**src/hdl/stc_pkg.sv**
```systemverilog
// ----------------------------------------------------------------------------
// stc_pkg: shared constants and types of the synced timestamp clock
// Field widths, time constants, opcodes, register indexes and the status
// struct of the shared arithmetic units.
// ----------------------------------------------------------------------------
package stc_pkg;

  // widths
  localparam int unsigned TICK_WIDTH_DEF = 32;
  localparam int unsigned WORD_W         = 64;
  localparam int unsigned RATE_W         = 20;
  localparam int unsigned UTC_W          = 32;
  localparam int unsigned NOW_W          = 63;
  localparam int unsigned MONO_W         = 56;
  localparam int unsigned HNS_W          = 24;
  localparam int unsigned CHUNK_W        = 16;
  localparam int unsigned OPC_W          = 2;
  localparam int unsigned CFG_IDX_W      = 2;
  localparam int unsigned CFG_DATA_W     = 32;

  // time constants
  localparam logic [HNS_W-1:0]  HNS_PER_SEC = 24'd10000000;
  localparam logic [WORD_W-1:0] EPOCH_1601  = 64'd116444736000000000;
  localparam logic [RATE_W-1:0] RATE_RESET  = 20'd100;

  // opcodes
  localparam logic [OPC_W-1:0] OP_TICK = 2'd0;
  localparam logic [OPC_W-1:0] OP_SYNC = 2'd1;
  localparam logic [OPC_W-1:0] OP_READ = 2'd2;

  // register indexes
  localparam logic [CFG_IDX_W-1:0] CFG_TPS   = 2'd0;
  localparam logic [CFG_IDX_W-1:0] CFG_BUILD = 2'd1;

  // status of an iterative unit
  typedef struct packed {
    logic busy;
    logic done;
  } unit_sts_t;

endpackage

```
**src/hdl/stc_mulacc.sv**
```systemverilog
// ----------------------------------------------------------------------------
// stc_mulacc: chunked multiply-accumulate by 10^7
// Adds a * 10^7 to an initial value, modulo 2^64, one 16-bit chunk of a per
// cycle. done pulses in the cycle in which acc_o holds the final sum.
// ----------------------------------------------------------------------------
module stc_mulacc import stc_pkg::*; #(
  parameter int unsigned OP_W = 32
) (
  input  logic              clk_i,
  input  logic              rst_ni,
  input  logic              start_i,
  input  logic [OP_W-1:0]   a_i,
  input  logic [WORD_W-1:0] init_i,
  output logic [WORD_W-1:0] acc_o,
  output unit_sts_t         sts_o
);

  localparam int unsigned NCHUNK = (OP_W + CHUNK_W - 1) / CHUNK_W;
  localparam int unsigned PAD_W  = NCHUNK * CHUNK_W;
  localparam int unsigned CNT_W  = $clog2(NCHUNK + 1);
  localparam int unsigned POS_W  = $clog2(PAD_W + 1);
  localparam int unsigned PROD_W = CHUNK_W + HNS_W;

  logic [PAD_W-1:0]  a_q;
  logic [WORD_W-1:0] acc_q;
  logic [CNT_W-1:0]  cnt_q;
  logic [POS_W-1:0]  pos_q;
  logic              done_q;
  logic [PROD_W-1:0] prod;
  logic [WORD_W-1:0] term;

  // one partial product, weighted by its chunk position
  always_comb begin
    prod = PROD_W'(a_q[CHUNK_W-1:0]) * PROD_W'(HNS_PER_SEC);
    term = WORD_W'(prod) << pos_q;
  end

  // chunk sequencing
  always_ff @(posedge clk_i or negedge rst_ni) begin
    if (!rst_ni) begin
      cnt_q  <= '0;
      done_q <= 1'b0;
    end else if (start_i) begin
      cnt_q  <= CNT_W'(NCHUNK);
      done_q <= 1'b0;
    end else if (cnt_q != '0) begin
      cnt_q  <= cnt_q - CNT_W'(1);
      done_q <= (cnt_q == CNT_W'(1));
    end else begin
      done_q <= 1'b0;
    end
  end

  // operand and accumulator
  always_ff @(posedge clk_i) begin
    if (start_i) begin
      a_q   <= PAD_W'(a_i);
      acc_q <= init_i;
      pos_q <= '0;
    end else if (cnt_q != '0) begin
      a_q   <= a_q >> CHUNK_W;
      acc_q <= acc_q + term;
      pos_q <= pos_q + POS_W'(CHUNK_W);
    end
  end

  assign acc_o      = acc_q;
  assign sts_o.busy = (cnt_q != '0);
  assign sts_o.done = done_q;

endmodule

```
**src/hdl/stc_div.sv**
```systemverilog
// ----------------------------------------------------------------------------
// stc_div: restoring divider, 64-bit dividend by 20-bit divisor
// One quotient bit per cycle. A zero divisor divides as one.
// ----------------------------------------------------------------------------
module stc_div import stc_pkg::*; (
  input  logic              clk_i,
  input  logic              rst_ni,
  input  logic              start_i,
  input  logic [WORD_W-1:0] dividend_i,
  input  logic [RATE_W-1:0] divisor_i,
  output logic [WORD_W-1:0] quo_o,
  output unit_sts_t         sts_o
);

  localparam int unsigned CNT_W = $clog2(WORD_W + 1);

  logic [RATE_W-1:0] rem_q;
  logic [RATE_W-1:0] dsr_q;
  logic [WORD_W-1:0] quo_q;
  logic [CNT_W-1:0]  cnt_q;
  logic              done_q;
  logic [RATE_W:0]   trial;
  logic [RATE_W:0]   diff;
  logic              ge;

  // one restoring step
  always_comb begin
    trial = {rem_q, quo_q[WORD_W-1]};
    diff  = trial - {1'b0, dsr_q};
    ge    = (trial >= {1'b0, dsr_q});
  end

  // step counter
  always_ff @(posedge clk_i or negedge rst_ni) begin
    if (!rst_ni) begin
      cnt_q  <= '0;
      done_q <= 1'b0;
    end else if (start_i) begin
      cnt_q  <= CNT_W'(WORD_W);
      done_q <= 1'b0;
    end else if (cnt_q != '0) begin
      cnt_q  <= cnt_q - CNT_W'(1);
      done_q <= (cnt_q == CNT_W'(1));
    end else begin
      done_q <= 1'b0;
    end
  end

  // remainder and quotient shift
  always_ff @(posedge clk_i) begin
    if (start_i) begin
      dsr_q <= (divisor_i == '0) ? RATE_W'(1) : divisor_i;
      rem_q <= '0;
      quo_q <= dividend_i;
    end else if (cnt_q != '0) begin
      rem_q <= ge ? diff[RATE_W-1:0] : trial[RATE_W-1:0];
      quo_q <= {quo_q[WORD_W-2:0], ge};
    end
  end

  assign quo_o      = quo_q;
  assign sts_o.busy = (cnt_q != '0);
  assign sts_o.done = done_q;

endmodule

```
**src/hdl/synced_timestamp_clock.sv**
```systemverilog
// ----------------------------------------------------------------------------
// synced_timestamp_clock: wall-clock timestamp unit
// Tick counter, sync offset and synced flag; every word in gives one word
// out with wall time and monotonic time in 100 ns units.
//
//   channel   direction  handshake                    payload
//   s_axis    in         s_axis_tvalid/s_axis_tready  tuser opcode, tdata utc
//   m_axis    out        m_axis_tvalid/m_axis_tready  tdata now/mono, tuser sync
//   cfg       in         cfg_valid_i/cfg_ready_o      cfg_index_i, cfg_data_i
//
// Order: an accepted input word goes through a chunked multiply pass by
// 10^7, the 64-step restoring divider, a second chunked multiply pass by
// 10^7 and the final step, which loads the result word into the output
// register. The next input word is taken once the sequencer is back in idle.
// Reset: asynchronous, clears counter, offset, synced flag, build and output valid; tps to 100.
// Stalls: no input word is taken while a word is in work; a finished word
// waits in the final step until the output register is free.
// cfg_ready_o is always high.
// ----------------------------------------------------------------------------
module synced_timestamp_clock import stc_pkg::*; #(
  parameter int unsigned TICK_WIDTH = TICK_WIDTH_DEF
) (
  input  logic                  clk_i,
  input  logic                  rst_ni,
  // input words
  input  logic                  s_axis_tvalid,
  output logic                  s_axis_tready,
  input  logic [UTC_W-1:0]      s_axis_tdata,   // [31:0] utc_seconds
  input  logic [OPC_W-1:0]      s_axis_tuser,   // [1:0] opcode
  // result words
  output logic                  m_axis_tvalid,
  input  logic                  m_axis_tready,
  output logic [119:0]          m_axis_tdata,   // [62:0] now_time, [118:63] monotonic_time
  output logic                  m_axis_tuser,   // [0] is_synced
  // register writes
  input  logic                  cfg_valid_i,
  output logic                  cfg_ready_o,
  input  logic [CFG_IDX_W-1:0]  cfg_index_i,
  input  logic [CFG_DATA_W-1:0] cfg_data_i
);

  localparam int unsigned OP_W = (TICK_WIDTH > UTC_W) ? TICK_WIDTH : UTC_W;

  localparam logic [2:0] S_IDLE = 3'd0;
  localparam logic [2:0] S_MULT = 3'd1;
  localparam logic [2:0] S_DIV  = 3'd2;
  localparam logic [2:0] S_MULB = 3'd3;
  localparam logic [2:0] S_FIN  = 3'd4;

  logic [2:0]            state_q, state_d;
  logic [TICK_WIDTH-1:0] tick_q, tick_d;
  logic [WORD_W-1:0]     offset_q;
  logic                  synced_q;
  logic [OPC_W-1:0]      op_q;
  logic [UTC_W-1:0]      utc_q;
  logic [RATE_W-1:0]     tps_q;
  logic [UTC_W-1:0]      build_q;
  logic [WORD_W-1:0]     mono_q;
  logic                  out_valid_q;
  logic [NOW_W-1:0]      now_out_q;
  logic [MONO_W-1:0]     mono_out_q;
  logic                  syn_out_q;

  logic                  in_acc;
  logic                  out_free;
  logic                  fin_go;
  logic                  mac_start;
  logic [OP_W-1:0]       mac_a;
  logic [WORD_W-1:0]     mac_init;
  logic [WORD_W-1:0]     mac_acc;
  unit_sts_t             mac_sts;
  logic                  div_start;
  logic [WORD_W-1:0]     div_quo;
  unit_sts_t             div_sts;
  logic [UTC_W-1:0]      base;
  logic                  is_sync_op;
  logic [WORD_W-1:0]     now_full;
  logic [WORD_W-1:0]     offset_new;

  // handshakes
  assign s_axis_tready = (state_q == S_IDLE);
  assign in_acc        = s_axis_tvalid & s_axis_tready;
  assign cfg_ready_o   = 1'b1;
  assign out_free      = ~out_valid_q | m_axis_tready;
  assign fin_go        = (state_q == S_FIN) & out_free;

  // tick update on an accepted tick word
  assign tick_d = (in_acc && s_axis_tuser == OP_TICK) ? tick_q + TICK_WIDTH'(1) : tick_q;

  // shared unit operands
  always_comb begin
    is_sync_op = (op_q == OP_SYNC);
    base       = is_sync_op ? utc_q : build_q;
    mac_start  = in_acc | ((state_q == S_DIV) & div_sts.done);
    mac_a      = (state_q == S_IDLE) ? OP_W'(tick_d) : OP_W'(base);
    mac_init   = (state_q == S_IDLE) ? '0 : EPOCH_1601;
    div_start  = (state_q == S_MULT) & mac_sts.done;
  end

  // final sums: mac_acc holds base * 10^7 + epoch
  always_comb begin
    offset_new = mac_acc - mono_q;
    if (is_sync_op) begin
      now_full = mac_acc;
    end else if (synced_q) begin
      now_full = mono_q + offset_q;
    end else begin
      now_full = mono_q + mac_acc;
    end
  end

  // sequencer
  always_comb begin
    state_d = state_q;
    case (state_q)
      S_IDLE: if (in_acc) state_d = S_MULT;
      S_MULT: if (mac_sts.done) state_d = S_DIV;
      S_DIV:  if (div_sts.done) state_d = S_MULB;
      S_MULB: if (mac_sts.done) state_d = S_FIN;
      S_FIN:  if (out_free) state_d = S_IDLE;
      default: state_d = S_IDLE;
    endcase
  end

  // control state and registers
  always_ff @(posedge clk_i or negedge rst_ni) begin
    if (!rst_ni) begin
      state_q     <= S_IDLE;
      tick_q      <= '0;
      offset_q    <= '0;
      synced_q    <= 1'b0;
      tps_q       <= RATE_RESET;
      build_q     <= '0;
      out_valid_q <= 1'b0;
    end else begin
      state_q <= state_d;
      tick_q  <= tick_d;
      if (fin_go && is_sync_op) begin
        offset_q <= offset_new;
        synced_q <= 1'b1;
      end
      if (cfg_valid_i && cfg_ready_o) begin
        case (cfg_index_i)
          CFG_TPS:   tps_q   <= cfg_data_i[RATE_W-1:0];
          CFG_BUILD: build_q <= cfg_data_i[UTC_W-1:0];
          default:   ;
        endcase
      end
      if (fin_go) begin
        out_valid_q <= 1'b1;
      end else if (m_axis_tready) begin
        out_valid_q <= 1'b0;
      end
    end
  end

  // payload
  always_ff @(posedge clk_i) begin
    if (in_acc) begin
      op_q  <= s_axis_tuser;
      utc_q <= s_axis_tdata;
    end
    if ((state_q == S_DIV) && div_sts.done) begin
      mono_q <= div_quo;
    end
    if (fin_go) begin
      now_out_q  <= now_full[NOW_W-1:0];
      mono_out_q <= mono_q[MONO_W-1:0];
      syn_out_q  <= synced_q | is_sync_op;
    end
  end

  // ticks * 10^7, then base * 10^7 + epoch
  stc_mulacc #(
    .OP_W (OP_W)
  ) u_mulacc (
    .clk_i  (clk_i),
    .rst_ni (rst_ni),
    .start_i(mac_start),
    .a_i    (mac_a),
    .init_i (mac_init),
    .acc_o  (mac_acc),
    .sts_o  (mac_sts)
  );

  // conversion to 100 ns units
  stc_div u_div (
    .clk_i     (clk_i),
    .rst_ni    (rst_ni),
    .start_i   (div_start),
    .dividend_i(mac_acc),
    .divisor_i (tps_q),
    .quo_o     (div_quo),
    .sts_o     (div_sts)
  );

  assign m_axis_tvalid = out_valid_q;
  assign m_axis_tdata  = {1'b0, mono_out_q, now_out_q};
  assign m_axis_tuser  = syn_out_q;

  // checks
  a_fin_loads: assert property (@(posedge clk_i) disable iff (!rst_ni)
    fin_go |=> (m_axis_tvalid && state_q == S_IDLE))
    else $error("finished word not loaded into output register");

  a_sync_sticky: assert property (@(posedge clk_i) disable iff (!rst_ni)
    !$fell(synced_q))
    else $error("synced flag cleared outside reset");

  a_tick_only: assert property (@(posedge clk_i) disable iff (!rst_ni)
    !$stable(tick_q) |-> $past(in_acc && s_axis_tuser == OP_TICK))
    else $error("tick counter moved without a tick word");

  a_div_phase: assert property (@(posedge clk_i) disable iff (!rst_ni)
    div_sts.done |-> (state_q == S_DIV))
    else $error("divider finished outside its phase");

  a_one_unit: assert property (@(posedge clk_i) disable iff (!rst_ni)
    !(mac_sts.busy && div_sts.busy))
    else $error("multiplier and divider busy together");

endmodule
```
**config.mk**
```make
export PLATFORM = sky130hd
export DESIGN_NAME = synced_timestamp_clock
export DESIGN_NICKNAME = d
export VERILOG_FILES = /design/src/hdl/stc_pkg.sv /design/src/hdl/stc_mulacc.sv /design/src/hdl/stc_div.sv /design/src/hdl/synced_timestamp_clock.sv
export SDC_FILE = /design/constraint.sdc
export NUM_CORES = 2
export LEC_CHECK = 0
export BUFFER_PORTS_ARGS = -buffer_cell sky130_fd_sc_hd__buf_2
export CORE_MARGIN = 4
export CORE_UTILIZATION = 60
export CTS_BUF_LIST = sky130_fd_sc_hd__clkbuf_16
export CTS_CLUSTER_SIZE = 20
export DETAILED_ROUTE_END_ITERATION = 10
export PLACE_DENSITY = 0.78
export SLEW_MARGIN = 5
export SYNTH_ARGS = -nofsm -noshare
export SYNTH_HDL_FRONTEND = slang
export SYNTH_HIERARCHICAL = 1
export SYNTH_SLANG_ARGS = --single-unit
```
**constraint.sdc**
```tcl
create_clock -name clk_i -period 17.85 [get_ports clk_i]
set_clock_uncertainty 0.1 [all_clocks]
set_input_delay 0.8925 -clock clk_i [delete_from_list [all_inputs] [get_ports clk_i]]
set_output_delay 0.8925 -clock clk_i [all_outputs]
set_load 0.01 [all_outputs]
```
==> out/qor.csv <==
metric;value;unit
status;finished clean;
final_layout_size_suffix_gt1_frac;0.143;
grt.busiest_layer;met2;
num-nets-final;4663;
slew_headroom;0.251;
drt-total-wl;107000;um
post_cts_resized;0;
antenna_found_initial;0;
final.setup.worst_slack;9430;ps
cts-root-buf;clkbuf_16;
synthArstFlopShare;0.280;
worst-endpoint-arrival;8700;ps
stdcell_area;44100;sq um
avgSynthCellArea;9.98;sq um
holdBufCountCts;0;
ys_seq_elements;582;
clock_path_buffers;3;
synth_cells;4056;
syn_to_final_growth;9.01;%
post_cts_buffers;0;
fmax;119;MHz
end_kind;flip-flop;
cts.reportedPaths.clkPinSlew;70;ps
criticalPathCategory;flip-flop to flip-flop;
worst_pin_slew;1120;ps
ys_types;119;
rsz0062_at_grt;no;
io_buffers;194;
first_pass_iters;8;
gr-usage-met1;0.413;
syn_area;40500;sq um
gp_congestion;0.988;
max-cap-violations;0;
grt_use_total;0.293;
fillers;5237;
insertion_delay;650;ps
wl_per_cell;21.0;um
route.detailed.drc;0;
dp_hpwl;81100;um
start_util;0.610;
cts_htree_levels;2;
fin_crit_sh;0.472;
cts_made_buffers;61;
yosysSeqAreaShare;0.406;
fin_setup_tns;0;ps
die_y;268;um
cpMaxStageDelayCell;fa_1;
grt_pass1_wl;167000;um
rows;94;
worstSetupStartpoint;u_mulacc/a_q[14]$_DFFE_PN_;
placed_area;42100;sq um
antenna_cells;0;
core;66300;sq um
synth_edf_count;397;
dp_slack;9510;ps
cts_tree;yes;
overflow;0;
io_pins;197;
place_inst;4969;
vias;31300;
start_kind;flip-flop;
timing_hold_violations_final;0;
grt_start_max_net_pins;104;
worst_ep_required_time;18130;ps
path_common_cell;inv_1;
drt_iter0_markers;3261;
grt_pass1_vias;30200;
antenna_left;0;
synth_top_flop_cell;edfxtp_1;
ys_warn_count;6;
cts_num_sinks;582;
slew_viol_final;0;
synth_area_leaders;edfxtp_1 29%, ha_1 11%, dfrtp_1 9.9%;
vias_per_cell;6.16;
critPathMaxFanout;7;
hold_path.class;input pin to async pin;
dieArea;71700;sq um
die_x;268;um
synth_top_area_frac;0.294;
slowest_delay;530;ps
use_met3;0.0357;
synth_top_area_cell;edfxtp_1;
period_minus_slack;8420;ps
timing.rr.start;u_mulacc/a_q[14]$_DFFE_PN_;
setup_viol;0;
met2_usage;0.479;
finalNonFillerCells;5085;
[metrics by stage]
| step | util | hold WS (ps) |
|---|---|---|
| CTS | 0.665 | 102 |
| floorplan | - | 322 |
| finish | 0.665 | 112 |
| detailed placement | 0.634 | 331 |
| global placement | 0.634 | 328 |
| global route | 0.665 | 123 |
[flip-flops by register name (all words and copies together), names as in the netlist, 32 cells and up]
register,cells
u_mulacc/a_q,32
offset_q,63
u_div/quo_o,64
u_mulacc/acc_o,64
build_q,32
now_out_q,63
mono_out_q,56
mono_q,63
utc_q,32
tick_q,32
[worst paths after layout]
kind,depth (start not counted),slack (ps),end
worst min-delay path,1,110,offset_q[48]$_DFFE_PN0P_
worst max-delay path,32,9430,u_mulacc/acc_o[56]$_DFFE_PN_
worst max register to register,32,9430,u_mulacc/acc_o[56]$_DFFE_PN_
max in group asynchronous,3,15550,build_q[30]$_DFFE_PN0P_
worst min register to register,0,310,mono_q[15]$_DFFE_PP_
min in group clk_i,0,310,mono_q[15]$_DFFE_PP_
[layout make-up]
class | count | area [sq um] | share of cell area
multi-input combinational | 3024 | 22300 | 0.506
sequential | 582 | 16400 | 0.373
timing repair buffer | 213 | 1120 | 0.0254
clock inverter | 54 | 515 | 0.0117
inverter | 286 | 1070 | 0.0243
tap | 864 | 1080 | 0.0245
clock buffer | 62 | 1550 | 0.0352
[routing by layer]
metal / part of all wire / vias up
met1: 0.43 / 15100
met2: 0.46 / 1205
met3: 0.069 / 201
met4: 0.034 / 0
li1: - / 14900
met5: 0 / -
[synthesized netlist by cell type (14+ instances only)]
cell	instances
a211oi_1	29
a21o_1	126
a21oi_1	289
a31oi_1	58
and2_1	45
and3_1	39
buf_1	14
buf_2	19
clkbuf_1	161
dfrtp_1	160
dfxtp_1	22
edfxtp_1	397
fa_1	70
ha_1	352
inv_1	285
mux2_2	205
mux2i_1	23
nand2_1	392
nand2b_1	34
nand3_1	73
nand4_1	73
nor2_1	254
nor2b_1	35
nor3_1	47
o211ai_1	15
o21a_1	36
o21ai_0	223
o21ai_1	30
o21bai_1	45
o22ai_1	14
o31ai_1	22
or2_2	14
xnor2_1	133
xor2_1	89
[logic make-up after synthesis]
logic type,Yosys count,synth area share
simple gates,1086,0.129
fa+ha+maj,422,0.143
other cells,2,0.000185
mux,230,0.0634
compound gates,1025,0.164
flops,582,0.406
buf+inv,487,0.0467
xor+xnor,222,0.0480
[layout by cell type (no fill, tap or decap), types with 73 or more instances in the layout]
cell and n:
nand2_1 390, edfxtp_1 397, nor2_1 254, dfrtp_1 159
ha_1 352, buf_2 193, mux2_2 205, nand3_1 73
a21o_1 126, a21oi_1 289, xor2_1 89, nand4_1 73
inv_1 294, xnor2_1 133, o21ai_0 223
[worst max-delay path, delay by kind of cell (launching register included)]
family	cells	cell delay, ps
AOI/OAI and AO/OA	13	2720
xor gates and xnor gates	1	150
adders and majority gates	8	3620
buffers and inverters	6	410
DFF	1	500
muxes	1	270
and+or+nand+nor	3	430
Power is not shown: default switching activity piles up to over one toggle a cycle in this logic, so the estimate is an artifact.
